==> config.mk <==
export PLATFORM = sky130hd
export DESIGN_NAME = ptt_ctrl
export DESIGN_NICKNAME = d
export VERILOG_FILES = /design/src/rtl/peer_trust_table_defines.svh /design/src/rtl/ptt_pkg.sv /design/src/rtl/ptt_ctrl.sv
export SDC_FILE = /design/constraint.sdc
export NUM_CORES = 1
export LEC_CHECK = 0
export BUFFER_PORTS_ARGS = -buffer_cell sky130_fd_sc_hd__buf_2
export CAP_MARGIN = 15
export CORE_AREA = 2 2 39 41
export DETAILED_ROUTE_END_ITERATION = 8
export DIE_AREA = 0 0 41 43
export GPL_TIMING_DRIVEN = 0
export PLACE_DENSITY_LB_ADDON = 0.25
export SLEW_MARGIN = 20
export SYNTH_ARGS = -nofsm -noshare
export SYNTH_HDL_FRONTEND = slang
export SYNTH_SLANG_ARGS = --single-unit
==> constraint.sdc <==
create_clock -name clock -period 1.6 [get_ports clock]
set_clock_uncertainty 0.1 [all_clocks]
set_input_delay 0.16 -clock clock [delete_from_list [all_inputs] [get_ports clock]]
set_output_delay 0.16 -clock clock [all_outputs]
set_load 0.005 [all_outputs]
==> src/rtl/peer_trust_table_defines.svh <==
// ----------------------------------------------------------------------------
// Peer trust table assertion macros
// Shared concurrent assertion forms, clocked on clock and gated by reset.
// ----------------------------------------------------------------------------
`ifndef PEER_TRUST_TABLE_DEFINES_SVH
`define PEER_TRUST_TABLE_DEFINES_SVH

// Property that holds at every edge outside reset.
`define PTT_ASSERT_ALWAYS(name, prop) \
   name: assert property (@(posedge clock) disable iff (reset) (prop)) \
      else $error("peer_trust_table assertion failed");

// Implication in the same cycle.
`define PTT_ASSERT_IMPL(name, ante, cons) \
   name: assert property (@(posedge clock) disable iff (reset) (ante) |-> (cons)) \
      else $error("peer_trust_table assertion failed");

`endif

==> src/rtl/ptt_pkg.sv <==
// ----------------------------------------------------------------------------
// Peer trust table package
// Sizes, codes and payload types shared by the peer trust table modules.
// ----------------------------------------------------------------------------
`timescale 1ns / 1ps

package ptt_pkg;

   localparam int MAX_PEERS = 64;
   localparam int IDX_W     = $clog2(MAX_PEERS);
   localparam int CNT_W     = $clog2(MAX_PEERS + 1);
   localparam int CSR_IDX_W = 1;
   localparam int CSR_W     = 16;

   localparam logic [2:0] MODE_REGISTER = 3'd0;
   localparam logic [2:0] MODE_LOOKUP   = 3'd1;
   localparam logic [2:0] MODE_BEST     = 3'd2;
   localparam logic [2:0] MODE_DECAY    = 3'd3;
   localparam logic [2:0] MODE_CLEAR    = 3'd4;

   localparam logic [2:0] ST_INSERTED = 3'd0;
   localparam logic [2:0] ST_UPDATED  = 3'd1;
   localparam logic [2:0] ST_EVICTED  = 3'd2;
   localparam logic [2:0] ST_REJECTED = 3'd3;
   localparam logic [2:0] ST_FOUND    = 3'd4;
   localparam logic [2:0] ST_NONE     = 3'd5;

   localparam logic [CSR_IDX_W-1:0] CSR_FRESH_WINDOW = 1'd0;
   localparam logic [CSR_IDX_W-1:0] CSR_DECAY_FACTOR = 1'd1;

   localparam logic [15:0] FRESH_WINDOW_RESET = 16'd30;
   localparam logic [15:0] DECAY_FACTOR_RESET = 16'd64881;

   typedef struct packed {
      logic [2:0]  mode;
      logic [63:0] peer_id_high;
      logic [63:0] peer_id_low;
      logic [31:0] peer_address;
      logic [15:0] peer_port;
      logic [15:0] peer_trust;
      logic [31:0] peer_seen_time;
      logic [31:0] now_time;
   } req_type;

   typedef struct packed {
      logic [2:0]  status;
      logic [63:0] out_id_high;
      logic [63:0] out_id_low;
      logic [31:0] out_address;
      logic [15:0] out_port;
      logic [15:0] out_trust;
      logic [31:0] out_seen_time;
      logic [6:0]  entry_count;
   } rsp_type;

   typedef struct packed {
      logic [63:0] id_high;
      logic [63:0] id_low;
      logic [31:0] address;
      logic [15:0] port;
      logic [15:0] trust;
      logic [31:0] seen;
   } entry_type;

   typedef struct packed {
      logic load;
      logic scan;
      logic commit;
   } cmd_type;

   typedef struct packed {
      logic scan_done;
   } sts_type;

endpackage

==> src/rtl/ptt_ctrl.sv <==
// ----------------------------------------------------------------------------
// Peer trust table controller
// Sequences accept, table scan, commit and response for each transfer.
// ----------------------------------------------------------------------------
`timescale 1ns / 1ps

module ptt_ctrl (
   input  logic             clock,
   input  logic             reset,
   input  logic             req_valid,
   output logic             req_stall,
   output logic             rsp_valid,
   input  logic             rsp_stall,
   input  ptt_pkg::sts_type sts,
   output ptt_pkg::cmd_type cmd
);
   import ptt_pkg::*;

   typedef enum logic [3:0] {
      S_IDLE   = 4'b0001,
      S_SCAN   = 4'b0010,
      S_COMMIT = 4'b0100,
      S_RESP   = 4'b1000
   } state_type;

   state_type state_ff, state_in;

   always_comb begin
      state_in = state_ff;
      case (state_ff)
         S_IDLE: begin
            if (req_valid) state_in = S_SCAN;
         end
         S_SCAN: begin
            if (sts.scan_done) state_in = S_COMMIT;
         end
         S_COMMIT: state_in = S_RESP;
         S_RESP: begin
            if (!rsp_stall) state_in = S_IDLE;
         end
         default: state_in = S_IDLE;
      endcase
   end

   always_ff @(posedge clock) begin
      if (reset) begin
         state_ff <= S_IDLE;
      end else begin
         state_ff <= state_in;
      end
   end

   assign req_stall  = (state_ff != S_IDLE);
   assign rsp_valid  = (state_ff == S_RESP);
   assign cmd.load   = (state_ff == S_IDLE) && req_valid;
   assign cmd.scan   = (state_ff == S_SCAN);
   assign cmd.commit = (state_ff == S_COMMIT);

endmodule

# Word level (Yosys, flattened, before mapping)
# Index checks and enable logic that the tools add are counted.
op_classes:
  eq_ne: 8
  muxes: 4
  n_reduce_logical: 2
ops:
  columns: ["operator", "count"]
  rows:
  - ["$pmux W4 S4", 1]
  - ["$mux W4", 3]
  - ["$ne A2 B2 Y1 const B", 3]
  - ["$eq A4 B1 Y1 const B", 1]
  - ["$eq A4 B2 Y1 const B", 1]
  - ["$eq A4 B3 Y1 const B", 1]
  - ["$eq A4 B4 Y1 const B", 1]
  - ["$ne A4 B1 Y1 const B", 1]
  - ["$reduce_and A3 Y1", 1]
  - ["$logic_and A1 B1 Y1", 1]
totals:
  ff_bits: 4
  output_inout_bits: 5
  word_cells: 15

# Logic depth before layout (Yosys ltp)
# Gate-level depths: netlist (run 1).
logic_depth:
  depth_word: 3
  ltp_mapped: 3
  mapped_depth_nobuf: 3

# Least setup slack after synthesis (run 1)
# No wires, ideal clock.
synth_timing:
  path_type: "reg-to-reg"
  startpoint: "register state_ff[1]"
  endpoint: "register state_ff[2]"
  setup_ps: 116
  t_arrival_ps: 1178
  required_ps: 1384
  setup_slack_ps: 206
  stages_incl_launch_ff: 4
  path_buffers: 0
  path_cell_list: "dfxtp_1 or3b_1 a211oi_2 and3b_1"
synth_via:
  elab_chain_len: 3
  elab_cells_between_ends: 9
synth_lines:
  columns: ["item", "line", "text"]
  rows:
  - ["from (decl)", "ptt_ctrl.sv:26", "state_type state_ff, state_in;"]
  - ["from (signal assigned)", "ptt_ctrl.sv:49", "state_ff <= state_in;"]
  - ["$eq A4 B2 Y1, or another cell as far along", "ptt_ctrl.sv:30", "case (state_ff)"]
  - ["$ne A2 B2 Y1 (no source line)", null, null]
  - ["$reduce_and A3 Y1 (no source line)", null, null]
# Parallel ways exist; a longest one is shown, timed or not.
# A chain may end at the register's enable or synchronous reset.

==> implementation parameters, run 1 <==
Parameter                              Value

Final layout
  Top library cells by usage in the layout, fill and taps aside ... buf_2 (9), clkbuf_4 (3)
  Final non-filler cell total ... 50
  Leading cell type in the layout, fill and taps excluded ... buf_2
  Number of flip-flops under the largest register name ... 4
  Largest reg by FF count ... state_ff
  Final Core Density ... 0.233
  Share of cells above drive strength 1 ... 0.500
  Largest registers ... state_ff x4
  N_diodes ... 0
  # nets final ... 41
  Layout overhead on the synthesized area ... 52.7%

Synth
  Gate count of the mapped netlist ... 22
  Count of distinct cell types in the synthesized netlist ... 14
  Flops & latches, synth ... 4
  Synthesized cell area ... 211 um^2
  Syn avg cell area ... 9.61 um^2
  Warnings from Yosys ... 0
  Net count after synthesis ... 27
  Part of the Yosys area used for sequential elements ... 0.379

Min path
  Cell depth of the worst hold path ... 2
  Startpoint of the most critical hold path ... reset
  Min-Delay Endpoint ... state_ff[3]
  Class of the tightest hold or removal check ... input port to flop

CTS
  Number of buffers inserted during clock tree synthesis ... 3
  Cts-stage hold buffer count ... 0
  Clock Tree Buf Depth ... 2
  Clock transition at path regs ... 40 ps
  Root buffer cell ... clkbuf_4
  Sinks on the clock net ... 4
  TritonCTS clock tree ... done
  Deepest level of the CTS H-tree ... 1
  Clock Latency Late Sink ... 230 ps

Power
  Combinational share of power ... 0.163
  Sequential cell fraction of total power ... 0.413
  Cell area power density ... 898 mW/mm^2
  Cell internal pwr ... 220 uW
  Worst supply voltage drop on vdd ... 0.000299 V
  Sw Pwr ... 69.5 uW
  Proportion of power drawn by the clock network ... 0.423
  Leakage power total ... 0.000138 uW
  Fraction of power spent switching nets ... 0.240

Route
  Number of nets with antenna violations after detailed routing ... 0
  Initial DRC Count ... 5
  Mean number of vias per cell ... 4.46
  Average wire per cell in the routed design ... 10.3 um
  Overall via count from detail_route ... 223
  DRC ... 0
  Final wirelength ... 516 um
  Number of iterations in the first detailed-routing pass ... 3

Worst setup path
  Register-to-register setup slack ... 80 ps
  Startpoint of the worst-slack reg-to-reg timing path ... state_ff[3]
  Type of origin of the critical path ... flop
  Crit. End Element ... primary output
  Crit path arrival time ... 1270 ps
  Crit path from ... state_ff[3]
  Number of cells traversed by the worst register-to-register path ... 3
  Worst-path maximum fanout ... 7
  Category of the most critical setup path ... flop to primary output
  R2R Path End ... state_ff[2]
  Worst Path Required ... 1340 ps

Global routing
  First-pass GRT wire length ... 855 um
  Pin count of the biggest net entering global routing ... 8
  Antenna violations before repair ... 0
  Remaining global-route overflow ... 0
  Number of global-route vias before repair ... 220
  Combined global-route utilization of all metal layers ... 0.0813

Die
  Initial Utilization ... 0.153
  Die ar. ... 0.00176 mm^2
  Width of the die ... 41 um
  Rows ... 14
  Floorplan core area ... 0.00138 mm^2
  IO Count ... 10
  Die boundary height ... 43 um

Outcome
  Result of the run ... finished clean

STA
  Sum of negative setup slack ... 0 ps
  Relative slew slack ... 0.751
  Final period demand of the worst path ... 1530 ps
  Hold Violations, Final ... 0
  Tightest Pin Transition ... 368 ps
  Setup repair after global routing missed its margin ... true
  Period utilisation layout ... 0.956
  Final-report setup violation count ... 0
  Maximum frequency from static timing analysis ... 654 MHz
  Slew Viols, Final ... 0

Placement
  Final GP Congestion ... 0.695
  Cell total after placement ... 47
  HPWL after DPL ... 421 um
  Port buffer count ... 9

Run
  Max cap viols ... 0
## worst max-delay path: stages, from the launching register on
cell and delay, ps:
dfxtp_1 370, nor4b_4 360, and2_1 190, buf_2 110
## power by group through the flow
stage               registers [uW]  logic (uW)  clock network [uW]
CTS                            116        43.7                 130
finish                         120        47.3                 123
global route                   121        52.7                 141
floorplan                      115        23.8                   0
detailed placement             118        41.9                   0
global placement               117        41.6                   0
## cell type report
| cell class | instances | area [um^2] |
|---|---|---|
| fill | 149 | 1060 |
| inverter | 2 | 7.51 |
| multi-input combinational | 16 | 145 |
| sequential | 4 | 82.6 |
| tap | 16 | 20.0 |
| clock buffer | 3 | 22.5 |
| timing repair buffer | 9 | 45.0 |
## layer usage
| layer | global-route usage | vias up | routed length (um) |
|---|---|---|---|
| met4 | 0.0800 | 0 | 0 |
| met3 | 0.0628 | 0 | 47 |
| li1 | - | 112 | - |
| met5 | 0 | - | 0 |
| met1 | 0.0932 | 103 | 248 |
| met2 | 0.0875 | 8 | 220 |
## worst max-delay path by stage
stage	to	cells after the start
floorplan	state_ff[2]	3
global placement	cmd[2]	3
detailed placement	cmd[2]	3
CTS	cmd[2]	3
global route	cmd[2]	3
finish	cmd[2]	3
## what timing repair did
action | 4_1_cts | 5_1_grt
setup buffers | 0 | 0
pin swaps | 0 | 0
endpoints found under the setup margin | 2 | 2
resized for setup | 1 | 4
## synthesized netlist by cell type, drive strengths merged
| library cell | instances | share of area |
|---|---|---|
| dfxtp | 4 | 0.38 |
| nor4b | 3 | 0.12 |
| a21oi | 2 | 0.047 |
| inv | 2 | 0.036 |
| nand3b | 2 | 0.071 |
| a2111oi | 1 | 0.041 |
| a211oi | 1 | 0.059 |
| and2 | 1 | 0.030 |
| and3b | 1 | 0.041 |
| nand2b | 1 | 0.030 |
| nor3 | 1 | 0.024 |
| o21a | 1 | 0.036 |
| o41ai | 1 | 0.041 |
| or3b | 1 | 0.041 |
## kinds of logic (layout without fill, tap and decap cells)
| family | count (synthesis) | after routing | share of synthesized area |
|---|---|---|---|
| AO/OA/AOI/OAI | 6 | 6 | 0.225 |
| AND/OR/NAND/NOR | 10 | 10 | 0.361 |
| buffers and inverters | 2 | 14 | 0.0355 |
| flip-flops | 4 | 4 | 0.379 |
## metrics by stage
stage | total power (uW) | setup slack (ps) | hold slack, ps | cell area (um^2)
floorplan | 139 | 206 | 143 | 211
global placement | 159 | 38.0 | 278 | 277
detailed placement | 160 | 44.3 | 276 | 277
CTS | 290 | -0.942 | 26.2 | 305
global route | 314 | -18.4 | 30.8 | 323
finish | 290 | 71.2 | 31.7 | 323
No activity file was read; power rests on OpenSTA's default activity.
==> inputs of run 2 (changes only) <==
Settings changed: ABC_AREA set to 1.
==> run 2 against run 1 <==
Synthesized cell count is 59% higher. Die area did not move. Worst setup slack gained 180 ps. First-iteration DRC count grew 100%. Register-to-register slack better by 450 ps. Non-clock buffer count stayed put. Worst hold slack got worse by 8.2 ps.
==> implementation parameters, run 2 <==
Parameter                              Value

CTS
  Number of buffers inserted during clock tree synthesis ... 3
  Post-cts gate resize count ... 0
  Cts-stage hold buffer count ... 0
  Post-CTS Repair Setup Buffers ... 0
  Clock Tree Buf Depth ... 2
  TritonCTS clock tree ... done
  Deepest level of the CTS H-tree ... 1
  Sinks on the clock net ... 4
  Root buffer cell ... clkbuf_4
  Clock Latency Late Sink ... 230 ps
  Clock transition at path regs ... 40 ps

Global routing
  Remaining global-route overflow ... 0
  Met3 Track Usage GR ... 0.0628
  Number of global-route vias before repair ... 202
  Pin count of the biggest net entering global routing ... 7
  Global-route layer with the greatest usage ... met1
  Global routing met2 resource utilization ... 0.0844
  Antenna violations before repair ... 0
  First-pass GRT wire length ... 786 um
  GR met1 Demand/Resource ... 0.0900
  Combined global-route utilization of all metal layers ... 0.0703

Power
  Leakage power total ... 0.000181 uW
  Cell internal pwr ... 214 uW
  Cell area power density ... 893 mW/mm^2
  Fraction of power spent switching nets ... 0.262
  Sequential cell fraction of total power ... 0.394
  Sw Pwr ... 75.7 uW
  Proportion of power drawn by the clock network ... 0.426
  Worst supply voltage drop on vdd ... 0.000305 V
  Combinational share of power ... 0.180

Synth
  Synthesized cell area ... 236 um^2
  Gate count of the mapped netlist ... 35
  Most used flip-flop cell after synthesis ... dfxtp_1
  Area leader, netlist ... dfxtp_1
  Count of distinct cell types in the synthesized netlist ... 13
  Asr flop ratio synth ... 0
  Cell types occupying the most area after synthesis ... dfxtp_1 (34%), nand3_1 (13%), inv_1 (11%), nor2_4 (9.5%), nand2_1 (6.3%)
  Post-synth EDFFs ... 0
  Share of the synthesized area in the top cell type ... 0.339
  Most repeated cell in the gate-level netlist after synthesis ... inv_1
  Syn avg cell area ... 6.76 um^2
  Warnings from Yosys ... 0
  Part of the Yosys area used for sequential elements ... 0.339
  Net count after synthesis ... 40
  Cell types with the highest counts after synthesis ... inv_1 (7), nand3_1 (6), dfxtp_1 (4), nand2_1 (4), nor2_1 (4)
  Flops & latches, synth ... 4

Route
  Number of nets with antenna violations after detailed routing ... 0
  Overall via count from detail_route ... 243
  Initial DRC Count ... 10
  Final wirelength ... 534 um
  DRC ... 0
  Average wire per cell in the routed design ... 8.48 um
  Number of iterations in the first detailed-routing pass ... 2
  Mean number of vias per cell ... 3.86

Final layout
  Combined area of the multi-input logic cells ... 126 um^2
  Filler instances ... 155
  # nets final ... 54
  Layout overhead on the synthesized area ... 37.0%
  Top library cells by usage in the layout, fill and taps aside ... buf_2 (9), inv_1 (7), nand3_1 (6)
  Final Core Density ... 0.234
  Number of flip-flops under the largest register name ... 4
  Leading cell type in the layout, fill and taps excluded ... buf_2
  Share of cells above drive strength 1 ... 0.340
  Largest registers ... state_ff x4
  Storage cell area ... 80.1 um^2
  Final non-filler cell total ... 63
  N_diodes ... 0
  Largest reg by FF count ... state_ff

Die
  Initial Utilization ... 0.171
  Die ar. ... 0.00176 mm^2
  Rows ... 14
  Width of the die ... 41 um
  Floorplan core area ... 0.00138 mm^2
  Die boundary height ... 43 um
  IO Count ... 10

Placement
  Port buffer count ... 9
  Cell total after placement ... 60
  Final GP Congestion ... 0.730
  HPWL after DPL ... 420 um
  Post-placement setup slack ... 501 ps

Worst setup path
  Category of the most critical setup path ... flop to primary output
  Cells traversed along the worst timing path ... inv_1, nor2_2, nand3_1, inv_1, buf_2
  Crit. End Element ... primary output
  Delay of the slowest cell on the worst path ... 380 ps
  Type of origin of the critical path ... flop
  Critical-path cell with the highest stage delay ... dfxtp_1
  Worst-path maximum fanout ... 4
  Most common cell type on the critical path ... inv_1
  Worst Path Required ... 1340 ps
  Crit path arrival time ... 1090 ps

Run
  Max cap viols ... 0

STA
  Worst setup slack after layout ... 253 ps
  Setup repair after global routing missed its margin ... false
  Final period demand of the worst path ... 1350 ps
  Period utilisation layout ... 0.842
  Tightest Pin Transition ... 193 ps
  Sum of negative setup slack ... 0 ps
  Hold Violations, Final ... 0
  Maximum frequency from static timing analysis ... 742 MHz
  Final-report setup violation count ... 0
  Slew Viols, Final ... 0
  Relative slew slack ... 0.870

Outcome
  Result of the run ... finished clean

Min path
  Class of the tightest hold or removal check ... input port to flop
## run 2: cell types whose count changed after synthesis, moves of 2 or more
cell / change
inv_1: +5
nand2_1: +4
nand3_1: +6
nor2_1: +4
nor2_4: +2
nor4b_1: -3
## run 2: final timing paths
check / cells after the start / startpoint / slack (ps) / to
setup / recovery: 5 / state_ff[0] / 250 / cmd[2]
hold / removal: 2 / reset / 20 / state_ff[3]
setup reg to reg: 5 / state_ff[0] / 530 / state_ff[0]
hold reg to reg: 2 / state_ff[2] / 520 / state_ff[3]
## run 2: logic make-up (layout without fill, tap and decap cells)
kind of cell,Yosys count,count (layout),share of synthesized area
AO/OA/AOI/OAI,3,3,0.0741
flip-flops,4,4,0.339
buffers and inverters,8,20,0.127
AND/OR/NAND/NOR,20,20,0.460
## run 2: power by group through the flow
stage	clock network [uW]	logic [uW]	registers [uW]
after floorplan	0	33.4	113
after global routing	137	58.9	115
after CTS	129	52.5	114
final	123	52.0	114
after detailed placement	0	52.1	115
after global placement	0	52.6	116
## run 2: metal layers
| metal | wire length (um) | share of wire |
|---|---|---|
| met1 | 266 | 0.50 |
| met3 | 40 | 0.075 |
| met4 | 0 | 0 |
| met5 | 0 | 0 |
| met2 | 227 | 0.43 |
## run 2: cell type report
class,count,share of cell area
clock buffers,3,0.0695
inverters,8,0.0927
multi-input cells,23,0.390
flip-flops and latches,4,0.247
well taps,16,0.0618
repair buffers,9,0.139
## run 2: metrics by stage
stage	power, uW	hold WS, ps	cell area [um^2]
6_report	289	23.5	324
5_1_grt	311	30.8	324
4_1_cts	296	17.9	324
3_5_place_dp	168	268	302
3_3_place_gp	169	270	302
2_1_floorplan	147	129	236
## run 2: worst max-delay path: cells and delay by family (launching register included)
family,cells,cell delay [ps]
flops,1,380
buf+inv,3,250
simple gates,2,230
